<file path="src/esc_pkg.sv">
// Shared types and constants for the escape sequence decoder.
`timescale 1ns / 1ps
`default_nettype none

package esc_pkg;

    typedef enum logic [4:0] {
        M_NORMAL = 5'b00001,
        M_ESC    = 5'b00010,
        M_HEX    = 5'b00100,
        M_DEC    = 5'b01000,
        M_DROP   = 5'b10000
    } t_mode;

    typedef struct packed {
        logic [7:0] out_byte;
        logic       is_end;
    } t_res;

    typedef struct packed {
        logic v0;
        logic v1;
        t_res r0;
        t_res r1;
    } t_push;

    localparam logic       REG_ESCAPE_CHAR  = 1'b0;
    localparam logic       REG_OUT_CAPACITY = 1'b1;

    localparam logic [7:0]  ESC_RESET = 8'd92;
    localparam logic [14:0] CAP_RESET = 15'd256;

    localparam logic [7:0] CH_NUL   = 8'h00;
    localparam logic [7:0] CH_QUOTE = 8'h22;
    localparam logic [7:0] CH_TAB   = 8'h09;
    localparam logic [7:0] CH_LF    = 8'h0A;
    localparam logic [7:0] CH_FF    = 8'hFF;
    localparam logic [7:0] CH_LO_T  = 8'h74;
    localparam logic [7:0] CH_LO_N  = 8'h6E;
    localparam logic [7:0] CH_UP_F  = 8'h46;
    localparam logic [7:0] CH_LO_X  = 8'h78;
    localparam logic [7:0] CH_UP_X  = 8'h58;
    localparam logic [7:0] CH_0     = 8'h30;
    localparam logic [7:0] CH_9     = 8'h39;
    localparam logic [7:0] CH_UP_A  = 8'h41;
    localparam logic [7:0] CH_UP_Z  = 8'h5A;
    localparam logic [7:0] CH_LO_A  = 8'h61;
    localparam logic [7:0] CH_LO_Z  = 8'h7A;
    localparam logic [7:0] CASE_OFS = 8'h20;
    localparam logic [7:0] HEX_OFS  = 8'h37;

endpackage

`default_nettype wire

</file>
<file path="src/escape_sequence_decoder_core.sv">
// Top level of the escape sequence decoder: config registers, decoder and result queue.
//
// Source bytes enter on the input channel (i_in_valid, o_in_stall, i_in_byte),
// one byte per cycle while o_in_stall is low. Decoded bytes and the closing
// terminator leave on the output channel (o_out_valid, i_out_stall, o_out_byte,
// o_is_end); a terminator has o_is_end high and o_out_byte zero.
// Each result is registered in the queue and offered in order from its head.
// Throughput: one source byte per cycle; a byte may give two results, and
// the output drains one word per cycle through a four-word queue, so the
// input stalls only while the queue holds three or more words.
// When the receiver stalls, the queue holds its words and the input stalls
// once the queue cannot take two more.
// Configuration: index 0 sets the escape byte, index 1 the output capacity;
// o_cfg_ready stays high; the user must write only while the block is idle, unchecked.
// Reset (synchronous, active low) empties the queue, returns to plain text
// with zero counters and loads escape byte 92 and capacity 256.
`timescale 1ns / 1ps
`default_nettype none

module escape_sequence_decoder_core (
    input  wire logic        i_clk,
    input  wire logic        i_rst_n,
    input  wire logic        i_in_valid,
    output logic             o_in_stall,
    input  wire logic [7:0]  i_in_byte,
    output logic             o_out_valid,
    input  wire logic        i_out_stall,
    output logic [7:0]       o_out_byte,
    output logic             o_is_end,
    input  wire logic        i_cfg_valid,
    output logic             o_cfg_ready,
    input  wire logic        i_cfg_index,
    input  wire logic [14:0] i_cfg_data
);

    logic [7:0]     r_escape_char;
    logic [14:0]    r_out_capacity;
    logic           fire;
    logic           full;
    esc_pkg::t_push push;
    esc_pkg::t_res  res;

    assign o_cfg_ready = 1'b1;
    assign o_in_stall  = full;
    assign fire        = i_in_valid && !full;
    assign o_out_byte  = res.out_byte;
    assign o_is_end    = res.is_end;

    always_ff @(posedge i_clk) begin
        if (!i_rst_n) begin
            r_escape_char  <= esc_pkg::ESC_RESET;
            r_out_capacity <= esc_pkg::CAP_RESET;
        end else if (i_cfg_valid) begin
            case (i_cfg_index)
                esc_pkg::REG_ESCAPE_CHAR:  r_escape_char  <= i_cfg_data[7:0];
                esc_pkg::REG_OUT_CAPACITY: r_out_capacity <= i_cfg_data;
                default: ;
            endcase
        end
    end

    esc_decode u_decode (
        .i_clk          (i_clk),
        .i_rst_n        (i_rst_n),
        .i_fire         (fire),
        .i_byte         (i_in_byte),
        .i_escape_char  (r_escape_char),
        .i_out_capacity (r_out_capacity),
        .o_push         (push)
    );

    esc_out_queue u_queue (
        .i_clk   (i_clk),
        .i_rst_n (i_rst_n),
        .i_push  (push),
        .o_full  (full),
        .o_valid (o_out_valid),
        .i_stall (i_out_stall),
        .o_res   (res)
    );

endmodule

`default_nettype wire

</file>
<file path="src/esc_decode.sv">
// Decode state and per-word next-state and result logic.
`timescale 1ns / 1ps
`default_nettype none

module esc_decode (
    input  wire logic          i_clk,
    input  wire logic          i_rst_n,
    input  wire logic          i_fire,
    input  wire logic [7:0]    i_byte,
    input  wire logic [7:0]    i_escape_char,
    input  wire logic [14:0]   i_out_capacity,
    output esc_pkg::t_push     o_push
);

    esc_pkg::t_mode r_mode, n_mode;
    logic [9:0]     r_accum, n_accum;
    logic [1:0]     r_dc, n_dc;
    logic [14:0]    r_out_count, n_out_count;

    logic           nb_do, nb_v, nb_stop;
    logic [14:0]    nb_cnt, limit;
    esc_pkg::t_res  nb_res, pre_res;
    logic           pre_v;
    logic [7:0]     hex_u;
    logic           is_dig, hex_let, hex_dig;
    logic [9:0]     hex_acc, dec_acc;
    logic [1:0]     inc_dc;

    always_comb begin
        is_dig  = (i_byte >= esc_pkg::CH_0) && (i_byte <= esc_pkg::CH_9);
        hex_u   = ((i_byte >= esc_pkg::CH_LO_A) && (i_byte <= esc_pkg::CH_LO_Z)) ?
                  (i_byte - esc_pkg::CASE_OFS) : i_byte;
        hex_let = (hex_u >= esc_pkg::CH_UP_A) && (hex_u <= esc_pkg::CH_UP_Z);
        hex_dig = (hex_u >= esc_pkg::CH_0) && (hex_u <= esc_pkg::CH_9);
        hex_acc = r_accum;
        if (hex_let) begin
            hex_acc = {r_accum[5:0], 4'b0000} + {2'b00, hex_u - esc_pkg::HEX_OFS};
        end else if (hex_dig) begin
            hex_acc = {r_accum[5:0], 4'b0000} + {6'd0, hex_u[3:0]};
        end
        dec_acc = {r_accum[6:0], 3'b000} + {r_accum[8:0], 1'b0} + {6'd0, i_byte[3:0]};
        inc_dc  = r_dc + 2'd1;
        limit   = (i_out_capacity == 15'd0) ? 15'd0 : (i_out_capacity - 15'd1);
    end

    always_comb begin
        n_mode      = r_mode;
        n_accum     = r_accum;
        n_dc        = r_dc;
        n_out_count = r_out_count;
        nb_do       = 1'b0;
        nb_cnt      = r_out_count;
        pre_v       = 1'b0;
        pre_res     = '{out_byte: i_byte, is_end: 1'b0};
        nb_v        = 1'b0;
        nb_res      = '{out_byte: i_byte, is_end: 1'b0};
        nb_stop     = 1'b0;

        case (r_mode)
            esc_pkg::M_NORMAL: begin
                nb_do = 1'b1;
            end
            esc_pkg::M_ESC: begin
                n_mode = esc_pkg::M_NORMAL;
                if (i_byte == esc_pkg::CH_NUL) begin
                    nb_do = 1'b1;
                end else if (i_byte == esc_pkg::CH_LO_X || i_byte == esc_pkg::CH_UP_X) begin
                    n_mode  = esc_pkg::M_HEX;
                    n_accum = 10'd0;
                    n_dc    = 2'd0;
                end else if (is_dig) begin
                    n_mode  = esc_pkg::M_DEC;
                    n_accum = {6'd0, i_byte[3:0]};
                    n_dc    = 2'd1;
                end else begin
                    pre_v       = 1'b1;
                    n_out_count = r_out_count + 15'd1;
                    if (i_byte == esc_pkg::CH_LO_T) begin
                        pre_res.out_byte = esc_pkg::CH_TAB;
                    end else if (i_byte == esc_pkg::CH_LO_N) begin
                        pre_res.out_byte = esc_pkg::CH_LF;
                    end else if (i_byte == esc_pkg::CH_UP_F) begin
                        pre_res.out_byte = esc_pkg::CH_FF;
                    end
                end
            end
            esc_pkg::M_HEX: begin
                if (i_byte == esc_pkg::CH_NUL) begin
                    n_mode           = esc_pkg::M_NORMAL;
                    pre_v            = 1'b1;
                    pre_res.out_byte = r_accum[7:0];
                    nb_do            = 1'b1;
                    nb_cnt           = r_out_count + 15'd1;
                end else begin
                    n_accum = hex_acc;
                    n_dc    = inc_dc;
                    if (inc_dc >= 2'd2) begin
                        n_mode           = esc_pkg::M_NORMAL;
                        pre_v            = 1'b1;
                        pre_res.out_byte = hex_acc[7:0];
                        n_out_count      = r_out_count + 15'd1;
                        n_accum          = 10'd0;
                        n_dc             = 2'd0;
                    end
                end
            end
            esc_pkg::M_DEC: begin
                if (is_dig) begin
                    n_accum = dec_acc;
                    n_dc    = inc_dc;
                    if (inc_dc == 2'd3) begin
                        n_mode           = esc_pkg::M_NORMAL;
                        pre_v            = 1'b1;
                        pre_res.out_byte = dec_acc[7:0];
                        n_out_count      = r_out_count + 15'd1;
                        n_accum          = 10'd0;
                        n_dc             = 2'd0;
                    end
                end else begin
                    n_mode           = esc_pkg::M_NORMAL;
                    pre_v            = 1'b1;
                    pre_res.out_byte = r_accum[7:0];
                    n_accum          = 10'd0;
                    n_dc             = 2'd0;
                    nb_do            = 1'b1;
                    nb_cnt           = r_out_count + 15'd1;
                    n_out_count      = nb_cnt;
                end
            end
            esc_pkg::M_DROP: begin
                if (i_byte == esc_pkg::CH_NUL) begin
                    n_mode      = esc_pkg::M_NORMAL;
                    n_out_count = 15'd0;
                end
            end
            default: begin
                n_mode = esc_pkg::M_NORMAL;
                nb_do  = 1'b1;
            end
        endcase

        if (nb_do) begin
            n_mode  = esc_pkg::M_NORMAL;
            nb_stop = (i_byte == esc_pkg::CH_NUL) || (i_byte == esc_pkg::CH_QUOTE) ||
                      (nb_cnt >= limit);
            if (nb_stop) begin
                nb_v        = 1'b1;
                nb_res      = '{out_byte: 8'd0, is_end: 1'b1};
                n_out_count = 15'd0;
                n_accum     = 10'd0;
                n_dc        = 2'd0;
                n_mode      = (i_byte == esc_pkg::CH_NUL) ? esc_pkg::M_NORMAL
                                                          : esc_pkg::M_DROP;
            end else if (i_byte == i_escape_char) begin
                n_mode      = esc_pkg::M_ESC;
                n_out_count = nb_cnt;
            end else begin
                nb_v        = 1'b1;
                n_out_count = nb_cnt + 15'd1;
            end
        end
    end

    always_comb begin
        o_push.v0 = i_fire && (pre_v || nb_v);
        o_push.v1 = i_fire && pre_v && nb_v;
        o_push.r0 = pre_v ? pre_res : nb_res;
        o_push.r1 = nb_res;
    end

    always_ff @(posedge i_clk) begin
        if (!i_rst_n) begin
            r_mode      <= esc_pkg::M_NORMAL;
            r_accum     <= 10'd0;
            r_dc        <= 2'd0;
            r_out_count <= 15'd0;
        end else if (i_fire) begin
            r_mode      <= n_mode;
            r_accum     <= n_accum;
            r_dc        <= n_dc;
            r_out_count <= n_out_count;
        end
    end

endmodule

`default_nettype wire

</file>
<file path="src/esc_out_queue.sv">
// Four-word result queue taking up to two words per cycle.
`timescale 1ns / 1ps
`default_nettype none

module esc_out_queue (
    input  wire logic          i_clk,
    input  wire logic          i_rst_n,
    input  wire esc_pkg::t_push i_push,
    output logic               o_full,
    output logic               o_valid,
    input  wire logic          i_stall,
    output esc_pkg::t_res      o_res
);

    esc_pkg::t_res r_mem [4];
    logic [1:0]    r_wr, r_rd;
    logic [2:0]    r_cnt, n_cnt;
    logic          pop;
    logic [1:0]    wr_next;

    always_comb begin
        o_valid = (r_cnt != 3'd0);
        o_full  = (r_cnt >= 3'd3);
        o_res   = r_mem[r_rd];
        pop     = o_valid && !i_stall;
        wr_next = r_wr + 2'd1;
        n_cnt   = r_cnt + {2'b00, i_push.v0} + {2'b00, i_push.v1} - {2'b00, pop};
    end

    always_ff @(posedge i_clk) begin
        if (i_push.v0) begin
            r_mem[r_wr] <= i_push.r0;
        end
        if (i_push.v1) begin
            r_mem[wr_next] <= i_push.r1;
        end
    end

    always_ff @(posedge i_clk) begin
        if (!i_rst_n) begin
            r_wr  <= 2'd0;
            r_rd  <= 2'd0;
            r_cnt <= 3'd0;
        end else begin
            r_wr  <= r_wr + {1'b0, i_push.v0} + {1'b0, i_push.v1};
            r_rd  <= r_rd + {1'b0, pop};
            r_cnt <= n_cnt;
        end
    end

endmodule

`default_nettype wire

</file>
<file path="config.mk">
export PLATFORM = sky130hd
export DESIGN_NAME = escape_sequence_decoder_core
export DESIGN_NICKNAME = d
export VERILOG_FILES = /design/src/esc_pkg.sv /design/src/escape_sequence_decoder_core.sv /design/src/esc_decode.sv /design/src/esc_out_queue.sv
export SDC_FILE = /design/constraint.sdc
export NUM_CORES = 1
export LEC_CHECK = 0
export ABC_AREA = 1
export BUFFER_PORTS_ARGS = -buffer_cell sky130_fd_sc_hd__buf_2
export CORE_MARGIN = 3
export CORE_UTILIZATION = 45
export CTS_CLUSTER_DIAMETER = 50
export DETAILED_ROUTE_END_ITERATION = 12
export PLACE_DENSITY = 0.7
export SYNTH_ARGS = -nofsm -noshare
export SYNTH_HDL_FRONTEND = slang
export SYNTH_HIERARCHICAL = 1
export SYNTH_SLANG_ARGS = --single-unit
</file>
<file path="constraint.sdc">
create_clock -name i_clk -period 4.8 [get_ports i_clk]
set_input_delay 0.72 -clock i_clk [delete_from_list [all_inputs] [get_ports i_clk]]
set_output_delay 0.72 -clock i_clk [all_outputs]
set_load 0.01 [all_outputs]
</file>
==> report_table.html <==
<table>
<tr><th>Metric</th><th>Value</th></tr>
<tr><th colspan="2">Routing</th></tr>
<tr><td>Count of unresolved DRC violations after routing</td><td>0</td></tr>
<tr><td>Vias</td><td>between 9k and 10k</td></tr>
<tr><td>Iteration count of the initial detailed-routing pass</td><td>5</td></tr>
<tr><td>DR iter-0 viols</td><td>approximately 900</td></tr>
<tr><td>Antenna viol nets, final</td><td>0</td></tr>
<tr><td>Drt wl/cell</td><td>between 15 and 20 um</td></tr>
<tr><td>Via-to-Cell Ratio</td><td>approximately 5.5</td></tr>
<tr><td>Final WL</td><td>roughly 28,000 um</td></tr>
<tr><th colspan="2">Clock tree</th></tr>
<tr><td>CTS H-tree depth</td><td>3</td></tr>
<tr><td>Num Clock Sinks</td><td>96</td></tr>
<tr><td>Number of CTS-inserted buffers</td><td>9</td></tr>
<tr><td>Clock input transition at the sequential cells of the worst setup and hold paths</td><td>0.07 ns</td></tr>
<tr><td>Hold-fix buffer count after cts</td><td>0</td></tr>
<tr><td>Clk Latency, worst-skew pair</td><td>around 0.36 ns</td></tr>
<tr><td>Buffer cell driving the clock tree root</td><td>sky130_fd_sc_hd__clkbuf_16</td></tr>
<tr><td>Maximum clock path buffer count</td><td>2</td></tr>
<tr><td>CTS tree</td><td>done</td></tr>
<tr><td>Setup fix buffers added after clock tree synthesis</td><td>0</td></tr>
<tr><td>Number of cells upsized or downsized after cts</td><td>0</td></tr>
<tr><th colspan="2">Synth</th></tr>
<tr><td>Xor/xnor share of the synthesized area</td><td>0.02614</td></tr>
<tr><td>Count of yosys warnings during synthesis</td><td>6</td></tr>
<tr><td>Sequential fraction of the synthesis area</td><td>0.2433</td></tr>
<tr><td>Mux cell area share after synthesis</td><td>0</td></tr>
<tr><td>Share of the synthesized area in compound gates (AO/OA/AOI/OAI)</td><td>0.1323</td></tr>
<tr><td>Distinct cell type count of the synthesized netlist</td><td>58</td></tr>
<tr><td>FF+latch count, synth</td><td>96</td></tr>
<tr><td>Adder-cell share of the synthesized area</td><td>0.07150</td></tr>
<tr><td>Dominant combinational cell family by area after synthesis</td><td>simple AND/OR/NAND/NOR gates</td></tr>
<tr><td>Number of synthesized flops with an enable pin</td><td>36</td></tr>
<tr><td>Synthesized-area fraction occupied by and/or/nand/nor cells</td><td>0.4043</td></tr>
<tr><td>Share of flip-flops with an asynchronous set or reset</td><td>0</td></tr>
<tr><td>Nets in the synthesized netlist</td><td>1,559</td></tr>
<tr><td>Top FF cell, synth</td><td>sky130_fd_sc_hd__dfxtp_1</td></tr>
<tr><td>Syn Std Cell Area</td><td>roughly 9400 um2</td></tr>
<tr><td>Instance count of the mapped netlist</td><td>1,480</td></tr>
<tr><td>Average cell area after synthesis</td><td>approximately 6.3 um2</td></tr>
<tr><th colspan="2">STA</th></tr>
<tr><td>Max-slew violation total from the final report</td><td>0</td></tr>
<tr><td>TNS Setup</td><td>0 ns</td></tr>
<tr><td>Largest clock skew in the final design</td><td>around 0.015 ns</td></tr>
<tr><td>Count of final setup violators</td><td>0</td></tr>
<tr><td>Actual slew at the worst max-slew pin</td><td>around 0.73 ns</td></tr>
<tr><td>Hold WS</td><td>a little over 0.5 ns</td></tr>
<tr><td>Time the worst path needs with I/O delays and setup</td><td>approximately 4.5 ns</td></tr>
<tr><td>Hold violation total from the final report</td><td>0</td></tr>
<tr><td>Final period util</td><td>0.9406</td></tr>
<tr><td>Setup repair after global routing missed its margin</td><td>no</td></tr>
<tr><td>Slew margin rel.</td><td>0.5127</td></tr>
<tr><td>FMAX</td><td>221.5 MHz</td></tr>
<tr><th colspan="2">Floorplan</th></tr>
<tr><td>Effective utilization at floorplan</td><td>0.4606</td></tr>
<tr><td>Top-Level Pins</td><td>41</td></tr>
<tr><td>Core area</td><td>just over 20,000 um2</td></tr>
<tr><td>Cell row count</td><td>52</td></tr>
<tr><td>Chip Width</td><td>around 150 um</td></tr>
<tr><td>Die footprint</td><td>roughly 23,000 um2</td></tr>
<tr><td>Vert. Die Dim</td><td>150.4 um</td></tr>
<tr><th colspan="2">Setup path</th></tr>
<tr><td>Critical Path Sink</td><td>u_queue/r_cnt[2]</td></tr>
<tr><td>Reg-to-reg critical path startpoint</td><td>u_decode/r_out_count[0]</td></tr>
<tr><td>Crit. path cell count</td><td>27</td></tr>
<tr><td>Startpoint types</td><td>primary input</td></tr>
<tr><td>CP max FO</td><td>8</td></tr>
<tr><td>Number of buffers and inverters on the critical path</td><td>7</td></tr>
<tr><td>Type of the setup path with the least slack</td><td>primary input to flop</td></tr>
<tr><td>Critical path's top delay family</td><td>adder cells</td></tr>
<tr><td>Endpoint required time on the critical path</td><td>5.09 ns</td></tr>
<tr><td>Critical path's slowest cell</td><td>sky130_fd_sc_hd__fa_1</td></tr>
<tr><td>Crit. Startpoint</td><td>i_in_byte[0]</td></tr>
<tr><td>Worst R2R Path Depth</td><td>27</td></tr>
<tr><td>Critical Path Most Common Cell</td><td>sky130_fd_sc_hd__inv_1</td></tr>
<tr><td>Worst path arrival time</td><td>4.81 ns</td></tr>
<tr><td>Capturing element type of the critical path</td><td>flop</td></tr>
<tr><td>Capturing point of the worst reg2reg path</td><td>u_queue/r_cnt[2]</td></tr>
<tr><td>Worst-case register-to-register setup slack</td><td>between 0.3 and 0.4 ns</td></tr>
<tr><td>Delay of the slowest critical-path stage</td><td>between 0.3 and 0.4 ns</td></tr>
<tr><th colspan="2">Global routing</th></tr>
<tr><td>Number of global-route vias before repair</td><td>8,981</td></tr>
<tr><td>Wire length of the first global-routing pass</td><td>~45,000 um</td></tr>
<tr><td>Remaining global-route overflow</td><td>0</td></tr>
<tr><td>Global-route usage over all layers</td><td>0.2465</td></tr>
<tr><td>Number of antenna violations at the first check in global routing</td><td>0</td></tr>
<tr><td>Largest net degree at the start of global routing</td><td>33</td></tr>
<tr><th colspan="2">Cells and area</th></tr>
<tr><td>Fraction of final layout cells sized beyond drive strength 1</td><td>0.1291</td></tr>
<tr><td>Top library cells by usage in the layout, fill and taps aside</td><td>sky130_fd_sc_hd__nand2_1 (409), sky130_fd_sc_hd__inv_1 (183), sky130_fd_sc_hd__nor2_1 (151), sky130_fd_sc_hd__nand3_1 (137), sky130_fd_sc_hd__o21ai_0 (87)</td></tr>
<tr><td>Layout overhead on the synthesized area</td><td>8.697%</td></tr>
<tr><td># diodes</td><td>0</td></tr>
<tr><td>Finished Core Util</td><td>0.5007</td></tr>
<tr><td>Leading cell type in the layout, fill and taps excluded</td><td>sky130_fd_sc_hd__nand2_1</td></tr>
<tr><td>Net count, final</td><td>approximately 1.6k</td></tr>
<tr><th colspan="2">Status</th></tr>
<tr><td>Status</td><td>completed</td></tr>
<tr><th colspan="2">Job</th></tr>
<tr><td>Max-capacitance violation count</td><td>0</td></tr>
<tr><th colspan="2">Hold path</th></tr>
<tr><td>Kind of path behind the tightest hold check</td><td>flop to flop</td></tr>
<tr><td>Cell depth of the worst hold path</td><td>2</td></tr>
<tr><th colspan="2">Place</th></tr>
<tr><td>Routability cong.</td><td>0.9754</td></tr>
<tr><td>Sum of net half-perimeters after detailed placement</td><td>21,590 um</td></tr>
<tr><td>Port Buffers</td><td>39</td></tr>
<tr><th colspan="2">Pwr</th></tr>
<tr><td>Clock network fraction of design power</td><td>0.177</td></tr>
<tr><td>Maximum ir drop on the vdd rail</td><td>229.2 uV</td></tr>
<tr><td>Total leakage power</td><td>a little under 5 nW</td></tr>
<tr><td>Proportion of power drawn by combinational gates</td><td>0.527</td></tr>
<tr><td>Power per cell area</td><td>~420 nW/um2</td></tr>
<tr><td>Fraction of power consumed by sequential logic</td><td>0.297</td></tr>
<tr><td>Sw power</td><td>2.048 mW</td></tr>
<tr><td>Tot Pwr</td><td>about 4.3 mW</td></tr>
<tr><td>P_int</td><td>2.206 mW</td></tr>
<tr><td>Sw frac</td><td>0.4815</td></tr>
</table>
metal layers:
metal	wire length [um]	track usage	vias up
li1	-	-	4896
met1	11660	0.3052	4532
met2	13840	0.4402	370
met3	1656	0.02980	60
met4	863	0.08600	0
met5	0	0	-
state kept, by name, indices dropped and copies added (netlist names):
signal	flops
r_escape_char	8
u_queue/r_cnt	3
u_queue/r_wr	2
u_decode/r_accum	8
u_queue/r_rd	2
u_decode/r_mode	5
u_decode/r_out_count	15
u_queue/r_mem	36
r_out_capacity	15
u_decode/r_dc	2
area by class of cell:
cell class | instances | area [um2]
fill | 2082 | 10170
multi-input combinational | 1128 | 5968
sequential | 96 | 2282
inverter | 204 | 775.7
timing repair buffer | 82 | 530.5
tap | 270 | 337.8
clock buffer | 9 | 225.2
clock inverter | 7 | 76.32
tightest hold or removal path, delay by kind of cell (launching register included):
| family | cells | cell delay, ns |
|---|---|---|
| flops | 1 | 0.34 |
| simple gates | 1 | 0.07 |
| compound gates | 1 | 0.05 |
worst min-delay path by stage:
stage	start	to
global placement	u_decode/r_mode[2]	u_decode/r_mode[2]
CTS	u_decode/r_dc[1]	u_decode/r_dc[1]
detailed placement	u_decode/r_dc[1]	u_decode/r_dc[1]
floorplan	r_escape_char[4]	r_escape_char[4]
global route	u_decode/r_dc[1]	u_decode/r_dc[1]
finish	u_decode/r_dc[1]	u_decode/r_dc[1]
synthesized netlist by cell type, drive strengths merged, types with 6 or more instances:
| cell | n | area [um2] |
|---|---|---|
| a211oi | 7 | 57.55 |
| a21oi | 80 | 411.7 |
| a22oi | 6 | 45.04 |
| a31oi | 7 | 43.79 |
| buf | 39 | 317.8 |
| clkbuf | 13 | 51.30 |
| dfxtp | 60 | 1201 |
| edfxtp | 36 | 1081 |
| fa | 6 | 120.1 |
| ha | 44 | 550.5 |
| inv | 200 | 755.7 |
| nand2 | 435 | 1742 |
| nand3 | 149 | 828.3 |
| nand4 | 34 | 227.7 |
| nor2 | 177 | 810.8 |
| nor3 | 14 | 70.07 |
| o21ai | 112 | 575.6 |
| or2 | 7 | 43.80 |
| xnor2 | 8 | 70.07 |
| xor2 | 20 | 175.2 |
kinds of logic (layout without fill, tap and decap cells):
family / count (synthesis) / after routing
AO/OA/AOI/OAI: 225 / 225
other: 1 / 1
adder cells (fa/ha/maj): 50 / 50
XOR/XNOR: 28 / 28
AND/OR/NAND/NOR: 824 / 824
buffers and inverters: 256 / 302
flip-flops: 96 / 96
through the flow:
stage | worst slack, ns | std cells | instance area [um2]
global placement | 0.07293 | 1780 | 9894
detailed placement | -0.02763 | 1780 | 9894
floorplan | -0.01681 | 1480 | 9389
global route | 0.02359 | 1796 | 10200
finish | 0.2851 | 1796 | 10200
CTS | 0.3346 | 1796 | 10200
power groups by stage:
stage | combinational (mW) | sequential (mW) | clock, mW
detailed placement | 2.21 | 1.28 | 0
global placement | 2.17 | 1.28 | 0
CTS | 2.23 | 1.26 | 0.763
finish | 2.24 | 1.26 | 0.751
floorplan | 1.69 | 1.19 | 0
global route | 2.54 | 1.28 | 0.788
(Power assumes the default switching activity.)
